[config.mk]
export PLATFORM = sky130hd
export DESIGN_NAME = mouse_packet_cursor_tracker_unit
export DESIGN_NICKNAME = d
export VERILOG_FILES = /design/src/rtl/core/mpct_pkg.sv /design/src/rtl/core/mpct_decode.sv /design/src/rtl/core/mpct_drain.sv /design/src/rtl/core/mouse_packet_cursor_tracker_unit.sv
export SDC_FILE = /design/constraint.sdc
export NUM_CORES = 1
export LEC_CHECK = 0
export BUFFER_PORTS_ARGS = -buffer_cell sky130_fd_sc_hd__buf_2
export CAP_MARGIN = 20
export CORE_MARGIN = 4
export CORE_UTILIZATION = 60
export CTS_BUF_LIST = sky130_fd_sc_hd__clkbuf_8
export DETAILED_ROUTE_END_ITERATION = 6
export GPL_ROUTABILITY_DRIVEN = 0
export GPL_TIMING_DRIVEN = 0
export PLACE_DENSITY = 0.79
export SYNTH_ARGS = -nofsm -noshare
export SYNTH_HDL_FRONTEND = slang
export SYNTH_SLANG_ARGS = --single-unit
[constraint.sdc]
create_clock -name clk -period 24.8 [get_ports clk]
set_clock_uncertainty 0.1 [all_clocks]
set_input_delay 3.72 -clock clk [delete_from_list [all_inputs] [get_ports clk]]
set_output_delay 3.72 -clock clk [all_outputs]
set_load 0.1 [all_outputs]
[src/rtl/core/mpct_pkg.sv]
// Shared types and constants for the mouse packet cursor tracker.
package mpct_pkg;

  localparam int unsigned COL_W       = 7;
  localparam int unsigned ROW_W       = 5;
  localparam int unsigned MAX_RESULTS = 5;
  localparam int unsigned CNT_W       = 3;
  localparam int unsigned NUM_BUTTONS = 3;
  localparam int unsigned STATUS_DATA_BIT = 5;

  localparam logic [1:0] EV_UNMARK_OLD = 2'd0;
  localparam logic [1:0] EV_MARK_NEW   = 2'd1;
  localparam logic [1:0] EV_BUTTON     = 2'd2;

  localparam logic [1:0] POS_BUTTONS = 2'd0;
  localparam logic [1:0] POS_DELTA_X = 2'd1;

  typedef struct packed {
    logic [7:0] status_byte;
    logic [7:0] data_byte;
  } mpct_in_t;

  typedef struct packed {
    logic [1:0]       event_kind;
    logic [COL_W-1:0] cell_column;
    logic [ROW_W-1:0] cell_row;
    logic [1:0]       button_number;
    logic             last;
  } mpct_out_t;

  typedef struct packed {
    logic [CNT_W-1:0]                count;
    mpct_out_t [MAX_RESULTS-1:0]     entries;
  } mpct_batch_t;

endpackage

[src/rtl/core/mpct_decode.sv]
// Packet assembly, cursor update and result list generation.
module mpct_decode import mpct_pkg::*; #(
  parameter int unsigned COLUMNS = 80,
  parameter int unsigned ROWS    = 25
) (
  input  logic        clk,
  input  logic        rst_n,
  input  logic        take,
  input  mpct_in_t    in_data,
  output mpct_batch_t batch
);

  localparam logic [COL_W-1:0] COL_MAX    = COL_W'(COLUMNS - 1);
  localparam logic [ROW_W-1:0] ROW_MAX    = ROW_W'(ROWS - 1);
  localparam logic [COL_W-1:0] COL_CENTER = COL_W'(COLUMNS / 2);
  localparam logic [ROW_W-1:0] ROW_CENTER = ROW_W'((ROWS - 1) / 2);

  logic [1:0]       pos_r, pos_nxt;
  logic [7:0]       pkt0_r, pkt1_r;
  logic [COL_W-1:0] col_r, col_nxt;
  logic [ROW_W-1:0] row_r, row_nxt;
  logic [2:0]       btn_r, btn_nxt;

  logic             byte_ok;
  logic             complete;
  logic             moved;
  logic signed [8:0] col_sum;
  logic signed [8:0] row_diff;
  logic [2:0]       btn_new;
  logic [CNT_W-1:0] n;
  mpct_out_t [MAX_RESULTS-1:0] list;

  assign byte_ok  = in_data.status_byte[STATUS_DATA_BIT];
  assign complete = pos_r[1];
  assign btn_new  = pkt0_r[2:0];
  assign moved    = (pkt1_r != 8'd0) || (in_data.data_byte != 8'd0);
  assign col_sum  = $signed({2'b00, col_r}) + $signed({pkt1_r[7], pkt1_r});
  assign row_diff = $signed({4'b0000, row_r})
                  - $signed({in_data.data_byte[7], in_data.data_byte});

  always_comb begin
    if (col_sum < 9'sd0) begin
      col_nxt = '0;
    end else if (col_sum > $signed({2'b00, COL_MAX})) begin
      col_nxt = COL_MAX;
    end else begin
      col_nxt = col_sum[COL_W-1:0];
    end
    if (row_diff < 9'sd0) begin
      row_nxt = '0;
    end else if (row_diff > $signed({4'b0000, ROW_MAX})) begin
      row_nxt = ROW_MAX;
    end else begin
      row_nxt = row_diff[ROW_W-1:0];
    end
  end

  // Compact list: optional unmark/mark pair, then one entry per changed button.
  always_comb begin
    list = '0;
    n    = '0;
    if (moved) begin
      list[0].event_kind  = EV_UNMARK_OLD;
      list[0].cell_column = col_r;
      list[0].cell_row    = row_r;
      list[1].event_kind  = EV_MARK_NEW;
      list[1].cell_column = col_nxt;
      list[1].cell_row    = row_nxt;
      n = CNT_W'(2);
    end
    for (int i = 0; i < NUM_BUTTONS; i++) begin
      if (btn_new[i] != btn_r[i]) begin
        list[n].event_kind    = EV_BUTTON;
        list[n].cell_column   = moved ? col_nxt : col_r;
        list[n].cell_row      = moved ? row_nxt : row_r;
        list[n].button_number = 2'(i);
        n = n + CNT_W'(1);
      end
    end
    batch.entries = list;
    batch.count   = (byte_ok && complete) ? n : '0;
  end

  always_comb begin
    pos_nxt = pos_r;
    btn_nxt = btn_r;
    if (take && byte_ok) begin
      if (complete) begin
        pos_nxt = '0;
        btn_nxt = btn_new;
      end else begin
        pos_nxt = pos_r + 2'd1;
      end
    end
  end

  always_ff @(posedge clk) begin
    if (!rst_n) begin
      pos_r <= '0;
      col_r <= COL_CENTER;
      row_r <= ROW_CENTER;
      btn_r <= '0;
    end else begin
      pos_r <= pos_nxt;
      btn_r <= btn_nxt;
      if (take && byte_ok && complete && moved) begin
        col_r <= col_nxt;
        row_r <= row_nxt;
      end
    end
  end

  always_ff @(posedge clk) begin
    if (take && byte_ok && !complete) begin
      if (pos_r == POS_BUTTONS) begin
        pkt0_r <= in_data.data_byte;
      end
      if (pos_r == POS_DELTA_X) begin
        pkt1_r <= in_data.data_byte;
      end
    end
  end

endmodule

[src/rtl/core/mpct_drain.sv]
// Result list buffer and output register, one result per cycle while out_stall is low.
module mpct_drain import mpct_pkg::*; (
  input  logic        clk,
  input  logic        rst_n,
  input  logic        take,
  input  mpct_batch_t batch,
  output logic        in_stall,
  output logic        out_valid,
  input  logic        out_stall,
  output mpct_out_t   out_data
);

  mpct_out_t [MAX_RESULTS-1:0] list_r;
  logic [CNT_W-1:0] cnt_r;
  logic [CNT_W-1:0] idx_r;
  logic             out_valid_r;
  mpct_out_t        out_data_r;

  logic      pending;
  logic      out_load;
  logic      pop;
  logic      is_last;
  mpct_out_t head;

  assign pending  = idx_r != cnt_r;
  assign out_load = !out_valid_r || !out_stall;
  assign pop      = pending && out_load;
  assign is_last  = idx_r == (cnt_r - CNT_W'(1));
  assign in_stall = pending && !(pop && is_last);

  always_comb begin
    head = '0;
    if (pending) begin
      head = list_r[idx_r];
    end
    head.last = is_last;
  end

  always_ff @(posedge clk) begin
    if (!rst_n) begin
      cnt_r       <= '0;
      idx_r       <= '0;
      out_valid_r <= 1'b0;
    end else begin
      if (take && batch.count != '0) begin
        cnt_r <= batch.count;
        idx_r <= '0;
      end else if (pop) begin
        idx_r <= idx_r + CNT_W'(1);
      end
      if (out_load) begin
        out_valid_r <= pop;
      end
    end
  end

  always_ff @(posedge clk) begin
    if (take && batch.count != '0) begin
      list_r <= batch.entries;
    end
    if (pop) begin
      out_data_r <= head;
    end
  end

  assign out_valid = out_valid_r;
  assign out_data  = out_data_r;

endmodule

[src/rtl/core/mouse_packet_cursor_tracker_unit.sv]
// Top level of the mouse packet cursor tracker.
//
// Input channel (in_valid, in_stall, in_data): one request carries a controller
// status byte and a data byte. Bytes with status bit 5 set are gathered into
// three-byte packets (buttons, X delta, Y delta).
// Output channel (out_valid, out_stall, out_data): cell events, one per cycle
// while out_stall is low. A completed packet yields up to five events: unmark
// old cell and mark new cell when the cursor moves, then one button event per
// changed button; the final event of a request has last set.
// The first event of a request passes through the result buffer and then the
// output register. A request that produces events (at most 5) occupies the
// result buffer until its final event is popped; requests without events are
// taken every cycle while no buffered events remain. The next request is
// accepted in the cycle the final event enters the output register.
// Reset: cursor at screen center, buttons released, packet position zero.
// in_stall is high until the final buffered event is popped; when the receiver
// stalls, the output register holds and buffered events wait with in_stall high.
module mouse_packet_cursor_tracker_unit import mpct_pkg::*; #(
  parameter int unsigned COLUMNS = 80,
  parameter int unsigned ROWS    = 25
) (
  input  logic      clk,
  input  logic      rst_n,
  input  logic      in_valid,
  output logic      in_stall,
  input  mpct_in_t  in_data,
  output logic      out_valid,
  input  logic      out_stall,
  output mpct_out_t out_data
);

  logic        take;
  mpct_batch_t batch;

  assign take = in_valid && !in_stall;

  mpct_decode #(
    .COLUMNS (COLUMNS),
    .ROWS    (ROWS)
  ) u_decode (
    .clk     (clk),
    .rst_n   (rst_n),
    .take    (take),
    .in_data (in_data),
    .batch   (batch)
  );

  mpct_drain u_drain (
    .clk       (clk),
    .rst_n     (rst_n),
    .take      (take),
    .batch     (batch),
    .in_stall  (in_stall),
    .out_valid (out_valid),
    .out_stall (out_stall),
    .out_data  (out_data)
  );

endmodule
# --- Yosys cells after proc, flatten, opt, wreduce, memory -nomap -nowiden ---
# Index checks and enable logic that the tools add are counted.
word_totals:
  input_bits: 20
  register_bits: 137
  wordCells: 148
op_classes:
  n_addsub: 8
  n_bitwise: 1
  n_lt_le_gt_ge: 11
  mux: 55
  n_reduce_logical: 28
  n_eq_ne: 6
op_table:
  columns: ["cell", "n"]
  rows:
  - ["$bwmux W85", 12]
  - ["$demux W17 S3", 12]
  - ["$mux W85", 3]
  - ["$mux W17", 4]
  - ["$bmux W17 S3", 1]
  - ["$mux W15", 3]
  - ["$mux W8", 3]
  - ["$mux W3", 7]
  - ["$mux W7", 3]
  - ["$lt A9 B1 Y1 const B", 2]
  - ["$reduce_bool A8 Y1", 2]
  - ["$mux W5", 3]
  - ["$logic_and A1 B1 Y1", 13]
  - ["$mux W13", 1]
  - ["$lt A3 B4 Y1 const B", 3]
  - ["$mux W12", 1]
  - ["$add A3 B1 Y3 const B", 3]
  - ["$add A8 B8 Y9", 1]
  - ["$gt A9 B6 Y1 const B", 1]
  - ["$gt A9 B8 Y1 const B", 1]
  - ["$sub A6 B8 Y9", 1]
  - ["$ge A3 B1 Y1 const B", 2]
  - ["$reduce_and A2 Y1", 3]
  - ["$logic_not A1 Y1", 5]
  - ["other kinds (15)", 19]

# --- Longest topological paths before layout ---
logic_depth:
  word_depth: 22
  depth_mapped: 13
  depth_no_buf: 11

# --- Cells and area by module ---
# Synthesis repeated with hierarchy kept, for this count alone.
unflattened:
  cells_unflattened: 647
  hier_area_um2: 7218.2
modules_own_cells:
  columns: ["mod", "n_inst", "area_per_inst_um2", "cells_each"]
  rows:
  - ["mpct_drain", 1, 4164.0, 241]
  - ["mpct_decode", 1, 3040.4, 405]
  - ["mouse_packet_cursor_tracker_unit", 1, 13.8, 1]

# --- Least setup slack after synthesis ---
# Ideal clock, no wire load.
synth_path:
  kind: "input-to-reg"
  start: "input port in_data[1] (netlist bit)"
  end: "register u_drain.list_r[10] (netlist bit) (enable)"
  required_time_ns: 24.164
  stages: 11
  n_path_buf: 2
  t_arrival_ns: 9.685
  setup_slack_ns: 14.479
  setup_time_ns: 0.536
  path_cell_list: "nor4_1 > nand4_1 > clkbuf_1 > clkbuf_1 > ha_1 > nor2_1 > a21oi_1 > ha_1 > a311o_1 > o32a_1 > a21oi_1"
synth_via:
  elab_chain_len: 12
synth_lines:
  columns: ["element", "line", "text"]
  rows:
  - ["start: declaration", "mouse_packet_cursor_tracker_unit.sv:26", "input mpct_in_t in_data,"]
  - ["$reduce_bool A8 Y1 (*)", "mpct_decode.sv:36", "assign moved = (pkt1_r != 8'd0) || (in_data.data_byte != 8'd0);"]
  - ["$logic_or A1 B1 Y1 (*)", "mpct_decode.sv:36", null]
  - ["$mux W2 (*)", "mpct_decode.sv:62", "if (moved) begin"]
  - ["$add A2 B1 Y3", "mpct_decode.sv:77", "n = n + CNT_W'(1);"]
  - ["$mux W3 (*)", "mpct_decode.sv:72", "if (btn_new[i] != btn_r[i]) begin"]
  - ["$add A3 B1 Y3", "mpct_decode.sv:77", null]
  - ["$mux W3 (*)", "mpct_decode.sv:72", null]
  - ["$add A3 B1 Y3", "mpct_decode.sv:77", null]
  - ["$mux W3 (*)", "mpct_decode.sv:72", null]
  - ["$mux W3 (*)", "mpct_decode.sv:81", "batch.count = (byte_ok && complete) ? n : '0;"]
  - ["$reduce_bool A3 Y1 (*)", "mpct_drain.sv:58", "if (take && batch.count != '0) begin"]
  - ["$logic_and A1 B1 Y1 (*)", "mpct_drain.sv:58", null]
  - ["end signal: assignment", "mpct_drain.sv:59", "list_r <= batch.entries;"]
  - ["end: declaration", "mpct_drain.sv:13", "mpct_out_t [MAX_RESULTS-1:0] list_r;"]
# Every way passes the cells marked *; elsewhere a longest branch is shown, timed or not.
# A chain may end at the register's enable or synchronous reset.

# --- Worst setup path after layout ---
layout_path:
  start: "input port out_stall"
  end: "output port in_stall"
layout_via:
  elab_chain_len: 6
layout_lines:
  columns: ["element", "line", "text"]
  rows:
  - ["start: declaration", "mouse_packet_cursor_tracker_unit.sv:28", "input logic out_stall,"]
  - ["$logic_not A1 Y1", "mpct_drain.sv:26", "assign out_load = !out_valid_r || !out_stall;"]
  - ["$logic_or A1 B1 Y1", "mpct_drain.sv:26", null]
  - ["$logic_and A1 B1 Y1", "mpct_drain.sv:27", "assign pop = pending && out_load;"]
  - ["$logic_and A1 B1 Y1", "mpct_drain.sv:29", "assign in_stall = pending && !(pop && is_last);"]
  - ["$logic_not A1 Y1", "mpct_drain.sv:29", null]
  - ["$logic_and A1 B1 Y1", "mpct_drain.sv:29", null]
  - ["end: declaration", "mouse_packet_cursor_tracker_unit.sv:25", "output logic in_stall,"]
# No other way between the ends.

==> impl_metrics.env <==
export IMPL_fmax_mhz=117
export IMPL_setup_viol=0
export IMPL_power_internal_w=0.000373
export IMPL_synth_nets=643
export IMPL_synth_most_common_cell="edfxtp_1"
export IMPL_wl_per_cell_um=21.0
export IMPL_numClockSinks=126
export IMPL_antenna_found_initial=0
export IMPL_io_pins=39
export IMPL_cts_hold_buf=0
export IMPL_synth_area_leaders="edfxtp_1 45%, dfxtp_1 7.1%, mux4_2 5.0%"
export IMPL_tightest_slew_ns=1.08
export IMPL_max_stage_delay_ns=0.47
export IMPL_h_tree_depth=4
export IMPL_seq_power_share_pct=42.2
export IMPL_diodes=0
export IMPL_worst_skew_pair_late_latency_ns=0.45
export IMPL_initial_core_util_pct=62.0
export IMPL_ys_ff_latch=126
export IMPL_drtAntennaViolNets=0
export IMPL_cts_resized=0
export IMPL_vdd_drop_max_v=0.0000963
export IMPL_area_growth_pct=11.3
export IMPL_row_count=38
export IMPL_overflow=0
export IMPL_switching_share_pct=37.9
export IMPL_whs_ns=0.411
export IMPL_fillers=808
export IMPL_synth_seq_area_share_pct=52.1
export IMPL_drive_above_1_share_pct=16.5
export IMPL_final_util_pct=69.0
export IMPL_synth_cell_area_um2=6810
export IMPL_grt_first_pass_wirelength_um=27000
export IMPL_fin_setup_tns_ns=0
export IMPL_ys_flop_type="edfxtp_1"
export IMPL_top_usage_layer="met2"
export IMPL_io_buffers=30
export IMPL_p_switching_w=0.000228
export IMPL_dieArea_um2=13100
export IMPL_drv_cap=0
export IMPL_critPathTopFamily="compound AO/OA/AOI/OAI gates"
export IMPL_avgSynthCellArea_um2=11.3
export IMPL_grt_max_degree=33
export IMPL_p_comb_share_pct=30.4
export IMPL_crit_path_max_fanout=5
export IMPL_postCtsSetupRepairBufs=0
export IMPL_met1_usage_pct=36.0
export IMPL_rsz0062_at_grt="no"
export IMPL_period_share_pct=34.4
export IMPL_synth_edff_count=102
export IMPL_tritoncts="built"
export IMPL_clock_path_buffers=2
export IMPL_finalCriticalPeriod_ns=8.52
export IMPL_setup_slack_ns=16.28
export IMPL_yosys_area_top_type_share_pct=45.0
export IMPL_worstPathRequired_ns=20.98
export IMPL_min_path_type="reg2reg"
export IMPL_die_w_um=115
export IMPL_timing_slew_headroom_pct=27.6
export IMPL_finalWirelength_um=16900
export IMPL_hpwl_um=12000
export IMPL_core_um2=11000
export IMPL_fin_nets=695
export IMPL_hold_violations=0
export IMPL_startpoint_type="primary input"
export IMPL_pwr_density_cell_nw_per_um2=79.4
export IMPL_pwr_share_clk_pct=27.5
export IMPL_status="finished, final reports clean"
export IMPL_synthArstFlopShare_pct=0
export IMPL_synth_top_area_cell="edfxtp_1"
export IMPL_fin_cells=807
export IMPL_cts_root_buffer="clkbuf_8"
export IMPL_die_y_um=115
export IMPL_cts_inserted_buffers=17
export IMPL_syn_inst=602
export IMPL_grt_usage_pct=27.1
export IMPL_place_ws_ns=16.28
export IMPL_viasPerCell=6.65
export IMPL_cp_end_kind="output pin"
export IMPL_crit_buf_inv=2
export IMPL_post_synth_num_cell_types=72
export IMPL_cpMostUsedCell="buf_2"
export IMPL_cp_slowest_cell="a2111oi_4"
export IMPL_drt_pass1_iter_count=5
export IMPL_path_cells="buf_2, a2111oi_4, nor2_1, buf_2"
export IMPL_grt_use_met2_pct=41.2
export IMPL_critical_path_class="in2out"
export IMPL_p_leak_nw=2.69
export IMPL_drc=0
export IMPL_grtUsageMet3_pct=7.93
export IMPL_timing_final_max_slew_violations=0
export IMPL_ys_warn_count=0
export IMPL_dpl_cell_count=775
export IMPL_grt_pass1_vias=5119
export IMPL_num_vias=5365
export IMPL_clkSlewWorstSetupHoldPaths_ns=0.06
export IMPL_synth_commonest_cells="102 x edfxtp_1, 66 x nand2_1, 44 x a21oi_1"
export IMPL_dr_first_iter_drc_count=737
export IMPL_cp_arrival_ns=4.70
layer usage:
| layer | up-vias | part of all wire [%] |
|---|---|---|
| li1 | 2429 | - |
| met4 | 0 | 3.7 |
| met3 | 62 | 10 |
| met5 | - | 0 |
| met2 | 309 | 47 |
| met1 | 2565 | 40 |
state kept, by name, indices dropped and copies added (netlist names):
name,cells
u_drain.list_r,74
u_drain.out_data,17
u_decode.pkt1_r,8
u_decode.col_r,7
u_decode.row_r,5
u_decode.btn_r,3
u_decode.pkt0_r,3
u_drain.cnt_r,3
u_drain.idx_r,3
u_decode.pos_r,2
u_drain.out_valid,1
metrics by stage:
stage / area, um2 / total power [W]
after floorplan: 6810 / 0.000403
after global placement: 7130 / 0.000432
after detailed placement: 7210 / 0.000439
after CTS: 7570 / 0.000600
after global routing: 7570 / 0.000621
final: 7570 / 0.000601
worst min-delay path: stages (launching register included):
cell	delay, ns
dfxtp_1	0.34
nand2_1	0.07
a21oi_1	0.05
placed cells by master, fill, tap and decap left out, types with 21 or more instances in the layout:
cell,synthesis,final
nand3_1,21,21
nor2_1,41,41
buf_2,7,37
a21oi_1,44,42
dfxtp_1,24,24
clkbuf_8,0,21
edfxtp_1,102,102
inv_1,24,28
nand2_1,66,66
power by group through the flow:
| stage | logic [W] | registers (W) | clock network [W] |
|---|---|---|---|
| finish | 0.000183 | 0.000254 | 0.000165 |
| global route | 0.000191 | 0.000255 | 0.000176 |
| CTS | 0.000181 | 0.000254 | 0.000166 |
| detailed placement | 0.000180 | 0.000258 | 0 |
| global placement | 0.000175 | 0.000258 | 0 |
| floorplan | 0.0000653 | 0.000337 | 0 |
cells by family after synthesis:
| family | after synthesis | synth area share (%) |
|---|---|---|
| AOI/OAI and AO/OA | 177 | 19.4 |
| xor gates and xnor gates | 16 | 2.50 |
| adders and majority gates | 21 | 4.08 |
| buffers and inverters | 55 | 3.38 |
| DFF | 126 | 52.1 |
| muxes | 19 | 5.55 |
| and+or+nand+nor | 188 | 13.0 |
final timing paths:
path / startpoint / to / slack, ns / depth (start not counted)
max reg2reg: u_decode.pkt1_r[2] / u_drain.list_r[23] / 19.75 / 12
min reg2reg: u_decode.row_r[0] / u_decode.row_r[0] / 0.41 / 2
max: out_stall / in_stall / 16.28 / 4
min: u_decode.row_r[0] / u_decode.row_r[0] / 0.41 / 2
final cells by class:
| class | instances | area, um2 | area share, % |
|---|---|---|---|
| flip-flops and latches | 126 | 3540 | 46.8 |
| multi-input cells | 421 | 3050 | 40.2 |
| clock buffers | 21 | 289 | 3.82 |
| repair buffers | 33 | 213 | 2.81 |
| well taps | 140 | 175 | 2.31 |
| plain buffers | 29 | 133 | 1.75 |
| inverters | 26 | 97.6 | 1.29 |
| clock inverters | 11 | 77.6 | 1.02 |
(Power assumes the default switching activity.)
